==> config.mk <==
export PLATFORM = sky130hd
export DESIGN_NAME = iambic_keyer_unit
export DESIGN_NICKNAME = d
export VERILOG_FILES = /design/src/sv/kyr_pkg.sv /design/src/sv/kyr_core.sv /design/src/sv/iambic_keyer_unit.sv
export SDC_FILE = /design/constraint.sdc
export NUM_CORES = 1
export LEC_CHECK = 0
export ABC_AREA = 1
export BUFFER_PORTS_ARGS = -buffer_cell sky130_fd_sc_hd__buf_2
export CORE_ASPECT_RATIO = 1.5
export CORE_MARGIN = 4
export CORE_UTILIZATION = 39
export CTS_CLUSTER_SIZE = 20
export DETAILED_ROUTE_END_ITERATION = 10
export PLACE_DENSITY = 0.67
export SYNTH_ARGS = -nofsm -noshare
export SYNTH_HDL_FRONTEND = slang
export SYNTH_SLANG_ARGS = --single-unit
==> constraint.sdc <==
create_clock -name clk -period 5.5 [get_ports clk]
set_input_delay 0.825 -clock clk [delete_from_list [all_inputs] [get_ports clk]]
set_output_delay 0.825 -clock clk [all_outputs]
set_load 0.1 [all_outputs]
==> src/sv/kyr_pkg.sv <==
package kyr_pkg;

	localparam int unsigned DASH_LENGTH   = 3;
	localparam int unsigned COUNTER_WIDTH = 8;
	localparam int unsigned RESET_COUNT   = 159;
	localparam int unsigned SPEED_WIDTH   = 8;

	typedef logic [COUNTER_WIDTH-1:0] counter_t;
	typedef logic [1:0]               dash_count_t;

	typedef enum logic [2:0] {
		PH_IDLE     = 3'd0,
		PH_DOT      = 3'd1,
		PH_DASH     = 3'd2,
		PH_GAP_DOT  = 3'd3,
		PH_GAP_DASH = 3'd4
	} phase_t;

	// one input word as held in the input register
	typedef struct packed {
		logic                   tick;
		logic                   dot_pressed;
		logic                   dash_pressed;
		logic                   speed_valid;
		logic [SPEED_WIDTH-1:0] speed_value;
	} item_t;

endpackage

==> src/sv/kyr_core.sv <==
module kyr_core (
	input  logic          clk,
	input  logic          arst_n,
	input  logic          step,
	input  kyr_pkg::item_t item,
	output logic          key_level,
	output kyr_pkg::phase_t phase
);

	kyr_pkg::phase_t      phase_q, pend_q;
	kyr_pkg::dash_count_t dash_q;
	kyr_pkg::counter_t    cnt_q, reload_q;
	logic                 key_q;

	kyr_pkg::phase_t      phase_d, pend_d;
	kyr_pkg::dash_count_t dash_d;
	kyr_pkg::counter_t    cnt_d, reload_d;
	logic                 key_d;

	always_comb begin
		phase_d  = phase_q;
		pend_d   = pend_q;
		dash_d   = dash_q;
		cnt_d    = cnt_q;
		reload_d = reload_q;
		key_d    = key_q;

		// timebase tick and wrap
		if (item.tick) begin
			if (cnt_q == '1) begin
				cnt_d   = reload_q;
				phase_d = pend_q;
				case (pend_q)
					kyr_pkg::PH_DOT: begin
						key_d  = 1'b1;
						pend_d = kyr_pkg::PH_GAP_DOT;
					end
					kyr_pkg::PH_DASH: begin
						key_d  = 1'b1;
						dash_d = dash_q + 2'd1;
						if (dash_d >= kyr_pkg::dash_count_t'(kyr_pkg::DASH_LENGTH)) begin
							dash_d = '0;
							pend_d = kyr_pkg::PH_GAP_DASH;
						end else begin
							pend_d = kyr_pkg::PH_DASH;
						end
					end
					kyr_pkg::PH_GAP_DOT, kyr_pkg::PH_GAP_DASH: begin
						key_d = 1'b0;
					end
					default: begin
						phase_d = kyr_pkg::PH_IDLE;
						pend_d  = kyr_pkg::PH_IDLE;
						key_d   = 1'b0;
					end
				endcase
			end else begin
				cnt_d = cnt_q + kyr_pkg::counter_t'(1);
			end
		end

		// new speed sample, used from the next wrap
		if (item.speed_valid) begin
			reload_d = kyr_pkg::counter_t'(0) - kyr_pkg::counter_t'(item.speed_value);
		end

		// paddle polling against the phase just set
		case (phase_d)
			kyr_pkg::PH_GAP_DASH: begin
				pend_d = item.dot_pressed  ? kyr_pkg::PH_DOT :
				         item.dash_pressed ? kyr_pkg::PH_DASH : kyr_pkg::PH_IDLE;
			end
			kyr_pkg::PH_IDLE, kyr_pkg::PH_GAP_DOT: begin
				pend_d = item.dash_pressed ? kyr_pkg::PH_DASH :
				         item.dot_pressed  ? kyr_pkg::PH_DOT : kyr_pkg::PH_IDLE;
			end
			default: begin
			end
		endcase
	end

	always_ff @(posedge clk or negedge arst_n) begin
		if (!arst_n) begin
			phase_q  <= kyr_pkg::PH_IDLE;
			pend_q   <= kyr_pkg::PH_IDLE;
			dash_q   <= '0;
			cnt_q    <= kyr_pkg::counter_t'(kyr_pkg::RESET_COUNT);
			reload_q <= kyr_pkg::counter_t'(kyr_pkg::RESET_COUNT);
			key_q    <= 1'b0;
		end else if (step) begin
			phase_q  <= phase_d;
			pend_q   <= pend_d;
			dash_q   <= dash_d;
			cnt_q    <= cnt_d;
			reload_q <= reload_d;
			key_q    <= key_d;
		end
	end

	assign key_level = key_q;
	assign phase     = phase_q;

endmodule

==> src/sv/iambic_keyer_unit.sv <==
// iambic morse keyer, mode a, with programmable dot period
// input channel: in_valid / in_stall carry one word per timebase sample:
//   tick, both paddle levels and an optional speed sample
// output channel: out_valid / out_stall carry one result word per input word:
//   key_out, sidetone_on (same as key_out) and keyer_phase
// a word accepted sits in the input register; the keyer state steps from it
// once the result slot is free or being taken, and the result register
// then shows the new state
// throughput is one word per cycle unless stalled: the state step is a single
// short pass of counter compare, phase select and paddle priority logic
// the keyer state registers double as the result register; they only step
// when the result slot is free or being taken
// when the receiver stalls, the result holds, one further word waits in the
// input register and in_stall rises until out_stall drops
// reset clears both valid flags, sets the keyer idle and unkeyed and loads
// the period counter and reload value with 159
module iambic_keyer_unit (
	input  logic       clk,
	input  logic       arst_n,
	input  logic       in_valid,
	output logic       in_stall,
	input  logic       tick,
	input  logic       dot_pressed,
	input  logic       dash_pressed,
	input  logic       speed_valid,
	input  logic [7:0] speed_value,
	output logic       out_valid,
	input  logic       out_stall,
	output logic       key_out,
	output logic       sidetone_on,
	output logic [2:0] keyer_phase
);

	// input register
	kyr_pkg::item_t item_s1;
	logic           valid_s1;

	// result slot
	logic           out_valid_q;
	logic           out_free;
	logic           step;
	logic           key_level;
	kyr_pkg::phase_t phase;

	assign out_free = !out_valid_q || !out_stall;
	assign step     = valid_s1 && out_free;
	assign in_stall = valid_s1 && !out_free;

	always_ff @(posedge clk or negedge arst_n) begin
		if (!arst_n) begin
			valid_s1    <= 1'b0;
			out_valid_q <= 1'b0;
		end else begin
			if (!in_stall) begin
				valid_s1 <= in_valid;
			end
			if (out_free) begin
				out_valid_q <= valid_s1;
			end
		end
	end

	// payload, no reset needed
	always_ff @(posedge clk) begin
		if (in_valid && !in_stall) begin
			item_s1.tick         <= tick;
			item_s1.dot_pressed  <= dot_pressed;
			item_s1.dash_pressed <= dash_pressed;
			item_s1.speed_valid  <= speed_valid;
			item_s1.speed_value  <= speed_value;
		end
	end

	kyr_core u_core (
		.clk       (clk),
		.arst_n    (arst_n),
		.step      (step),
		.item      (item_s1),
		.key_level (key_level),
		.phase     (phase)
	);

	assign out_valid   = out_valid_q;
	assign key_out     = key_level;
	assign sidetone_on = key_level;
	assign keyer_phase = phase;

`ifndef SYNTHESIS
	// keyed exactly while in a dot or dash element
	a_key_phase: assert property (@(posedge clk) disable iff (!arst_n)
		key_out == (keyer_phase == kyr_pkg::PH_DOT || keyer_phase == kyr_pkg::PH_DASH))
		else $error("key line disagrees with phase");

	// a held result does not change under stall
	a_hold: assert property (@(posedge clk) disable iff (!arst_n)
		(out_valid && out_stall) |=> ($stable(key_out) && $stable(keyer_phase)))
		else $error("result changed while stalled");

	// input only stalls when a word is waiting and the result slot is blocked
	a_stall: assert property (@(posedge clk) disable iff (!arst_n)
		in_stall |-> (out_valid && out_stall))
		else $error("input stalled with free result slot");

	// a waiting word with a free slot always produces a result next cycle
	a_flow: assert property (@(posedge clk) disable iff (!arst_n)
		(valid_s1 && out_free) |=> out_valid)
		else $error("word lost between stages");
`endif

endmodule

==> results.md <==
Critical path:
- Data arrives at the worst endpoint at 1.53 ns.
- The type of the worst setup path is input pin to output port.
- The critical-path maximum fanout is 3.
- STA classifies the critical path startpoint as an input pin.
- The depth of the worst register-to-register path is 11.
- The worst setup path is captured at an output port.
- At the worst endpoint, the required time is 4.68 ns.

STA:
- The final-report max-slew violation count was 0.
- In the finished design, the share of the clock period the worst path needs comes to 0.429.
- The total of endpoints with negative setup slack in the final report is 0.
- The worst setup skew after layout is 0.00654 ns.
- Setup repair after global routing left no endpoint under its margin.
- Summed over all failing endpoints, the final setup total negative slack is 0 ns.
- At the pin with the least slew margin, the transition time is 0.586 ns.
- Subtracting the final worst setup slack from the clock period gives 2.36 ns.
- For this run, the top clock speed supported by timing is 424 MHz.
- The worst slew slack as a fraction of its limit is 0.609.
- The number of failing hold endpoints at the final stage is 0.
- The worst setup margin is roughly 3.1 ns.

Floorplan:
- The die is 66.8 um wide.
- In this run the standard cell core region covers 4930 sq um.
- The number of placed I/O pins is 23.
- The starting density of the core is 0.410.
- In this run the vertical extent of the chip is 96.2 um.
- The die covers 6420 sq um.
- The number of rows created at floorplan is 31.

Clock network:
- Counting the buffers created by CTS gives 5.
- The post-CTS clock slew at the launch and capture registers of the worst setup and hold paths is approximately 0.07 ns.
- Once the clock tree was built, the setup fixing pass inserted 0 buffers.
- In this run the number of H-tree levels came out at 2.
- In this run, post-CTS repair resized a total of 0 instances.
- The insertion delay of the later-clocked pin in the worst-skew pair is roughly 0.28 ns.
- Counting every sink on the clock net gives 39.
- The cell chosen for the clock root is clkbuf_8.
- Counting along the longest clock path gives a buffer depth of 2.
- In this run, post-CTS hold repair placed 0 buffers.
- The clock tree from TritonCTS is done.

Synth:
- The simple-gate portion of the synthesized area is 0.281.
- The unique cell type count in the Yosys netlist is 31.
- The mapped cell area is roughly 2000 sq um.
- The number of warning messages in the yosys log is 0.
- Measured against the total synthesized area, the mux share comes to 0.
- By area the synthesized netlist is led by dfrtp_1, edfxtp_1, dfstp_2, nand2_1, inv_1.
- The number of synthesized register bits is 39.
- Averaged over all synthesized cells, the footprint is 8.94 sq um.
- The largest total area in the synthesized netlist belongs to dfrtp_1.
- The net count of the mapped netlist is approximately 240.
- After synthesis, the largest family of logic cells by area is simple AND/OR/NAND/NOR gates.
- The synthesized-area fraction occupied by xor and xnor cells is 0.0260.
- The adder-cell share of the synthesized area is 0.0124.
- Synthesis handed over a netlist of 226 instances.
- The area share of the leading cell type in the synthesized netlist is 0.186.
- The complex-gate fraction of the synthesized area is 0.0947.
- Of the synthesized area, sequential elements account for 0.520.

Route:
- The via-per-instance ratio is 4.73.
- The detailed router finished its first iteration with 25 violations.
- The remaining antenna violation count is 0.
- The vias after detailed routing is ~1,500.
- The first detailed-routing pass took 4 iterations.
- For this run, design rule violations remaining after detail routing come to 0.
- The total length of routed wires is 3.35 mm.
- After detailed routing, the average wire length per cell comes to approximately 10 um.

Layout:
- The top cell types in the final layout, fill and taps aside, are nand2_1, inv_1, buf_2.
- In the final layout, the multi-input gates occupy 837 sq um.
- The filler cells instantiated in the layout total 483.
- The utilization after layout is 0.465.
- Leaving out fill and tap cells, the most frequent cell in the layout is nand2_1.
- In the final layout, flip-flops and latches occupy approximately 1100 sq um.
- The post-layout net count is 270.
- The count of inserted antenna diode cells is 0.
- The fraction of final layout cells with drive strength greater than 1 is 0.265.
- The cell area after layout is 2290 sq um.
- From synthesis to final layout, the design area changed by 13.3%.
- The finished layout holds 319 standard cells, fillers aside.

Place:
- Once placement finished, the instance area stood at 2200 sq um.
- At the placement stage, the worst setup path has a slack of approximately 3.1 ns.
- In this run the tool buffered the top-level ports with 22 buffer cells.
- The instance count after placement with tap cells included is 311.
- Detailed placement finished with a half-perimeter wire length of about 2.6 mm.
- The global placement routability congestion is 0.826.

Power:
- Summed over all cells, the static leakage comes to approximately 0.0011 uW.
- Dividing total power by cell area gives a power density of 309 nW/um^2.
- The maximum resistive drop on vdd is around 220 uV.

Run:
- The total of max-cap violations is 0.

Global route:
- The number of antenna violations at the first check in global routing is 0.
- The largest net degree at the start of global routing is 28.
- The first global-routing pass estimated 6.22 mm of wire.
- The via count of the first global-routing pass was 1,519.
- After global routing the overflow that remains totals 0.
- The total track usage is 0.125.

Outcome:
- The run finished with clean final reports.

Worst hold path:
- The worst hold path class is flop to flop.
- The cell count of the worst hold path is 2.
[worst paths after layout]
path | startpoint | to | slack, ns
min reg2reg | u_core.reload_q[1] | u_core.reload_q[1] | 0.47
max | out_stall | in_stall | 3.14
min | u_core.reload_q[1] | u_core.reload_q[1] | 0.47
min in group asynchronous | arst_n | u_core.reload_q[5] | 0.54
max reg2reg | u_core.cnt_q[0] | u_core.pend_q[1] | 3.51
max in group asynchronous | arst_n | u_core.phase[0] | 4.57
[layer usage]
layer  GRT usage  part of all wire
met1       0.135              0.41
met2       0.224              0.53
met3      0.0280             0.036
met4      0.0627             0.027
met5           0                 0
[cells in the mapped netlist, drive strengths merged]
library cell / count
nor2: 20
dfrtp: 15
nand4: 7
nor3: 2
buf: 2
nand2: 72
o211ai: 1
nand3: 10
o22ai: 1
a31oi: 3
xor2: 4
edfxtp: 12
o21ai: 22
inv: 31
ha: 2
dfstp: 12
clkbuf: 1
a21boi: 1
xnor2: 2
a21oi: 6
[area by class of cell]
type,count,share of cell area
inverters,31,0.0508
well taps,66,0.0361
repair buffers,22,0.0481
clock inverters,1,0.00219
multi-input cells,153,0.366
flip-flops and latches,39,0.459
clock buffers,7,0.0377
[power breakdown]
part	total, uW	internal [uW]	switching, uW	leakage (uW)
Combinational	120	41.5	78.9	0.000648
Clock	191	101	90.0	0.0000482
Sequential	395	363	31.6	0.000429
Total	706	506	200	0.00113
[through the flow]
stage / hold WS, ns / power (uW)
floorplan: 0.448 / 489
global placement: 0.457 / 519
detailed placement: 0.457 / 522
CTS: 0.470 / 715
global route: 0.497 / 758
finish: 0.466 / 706
[sequential cells by signal, summed over array words and instances (netlist names)]
signal / count
out_valid: 1
valid_s1: 1
u_core.phase: 3
u_core.pend_q: 3
u_core.key_level: 1
item_s1: 12
u_core.reload_q: 8
u_core.cnt_q: 8
u_core.dash_q: 2
[cells by family (layout without fill, tap and decap cells)]
logic type	after synthesis	count (layout)
compound gates	34	34
xor+xnor	6	6
fa+ha+maj	2	2
buf+inv	34	61
flops	39	39
simple gates	111	111
[worst max-delay path, stage by stage]
cell and delay, ns:
buf_2 0.07, nand2_1 0.07, nor2_1 0.12, buf_2 0.44
Power figures use the tool's default switching activity.
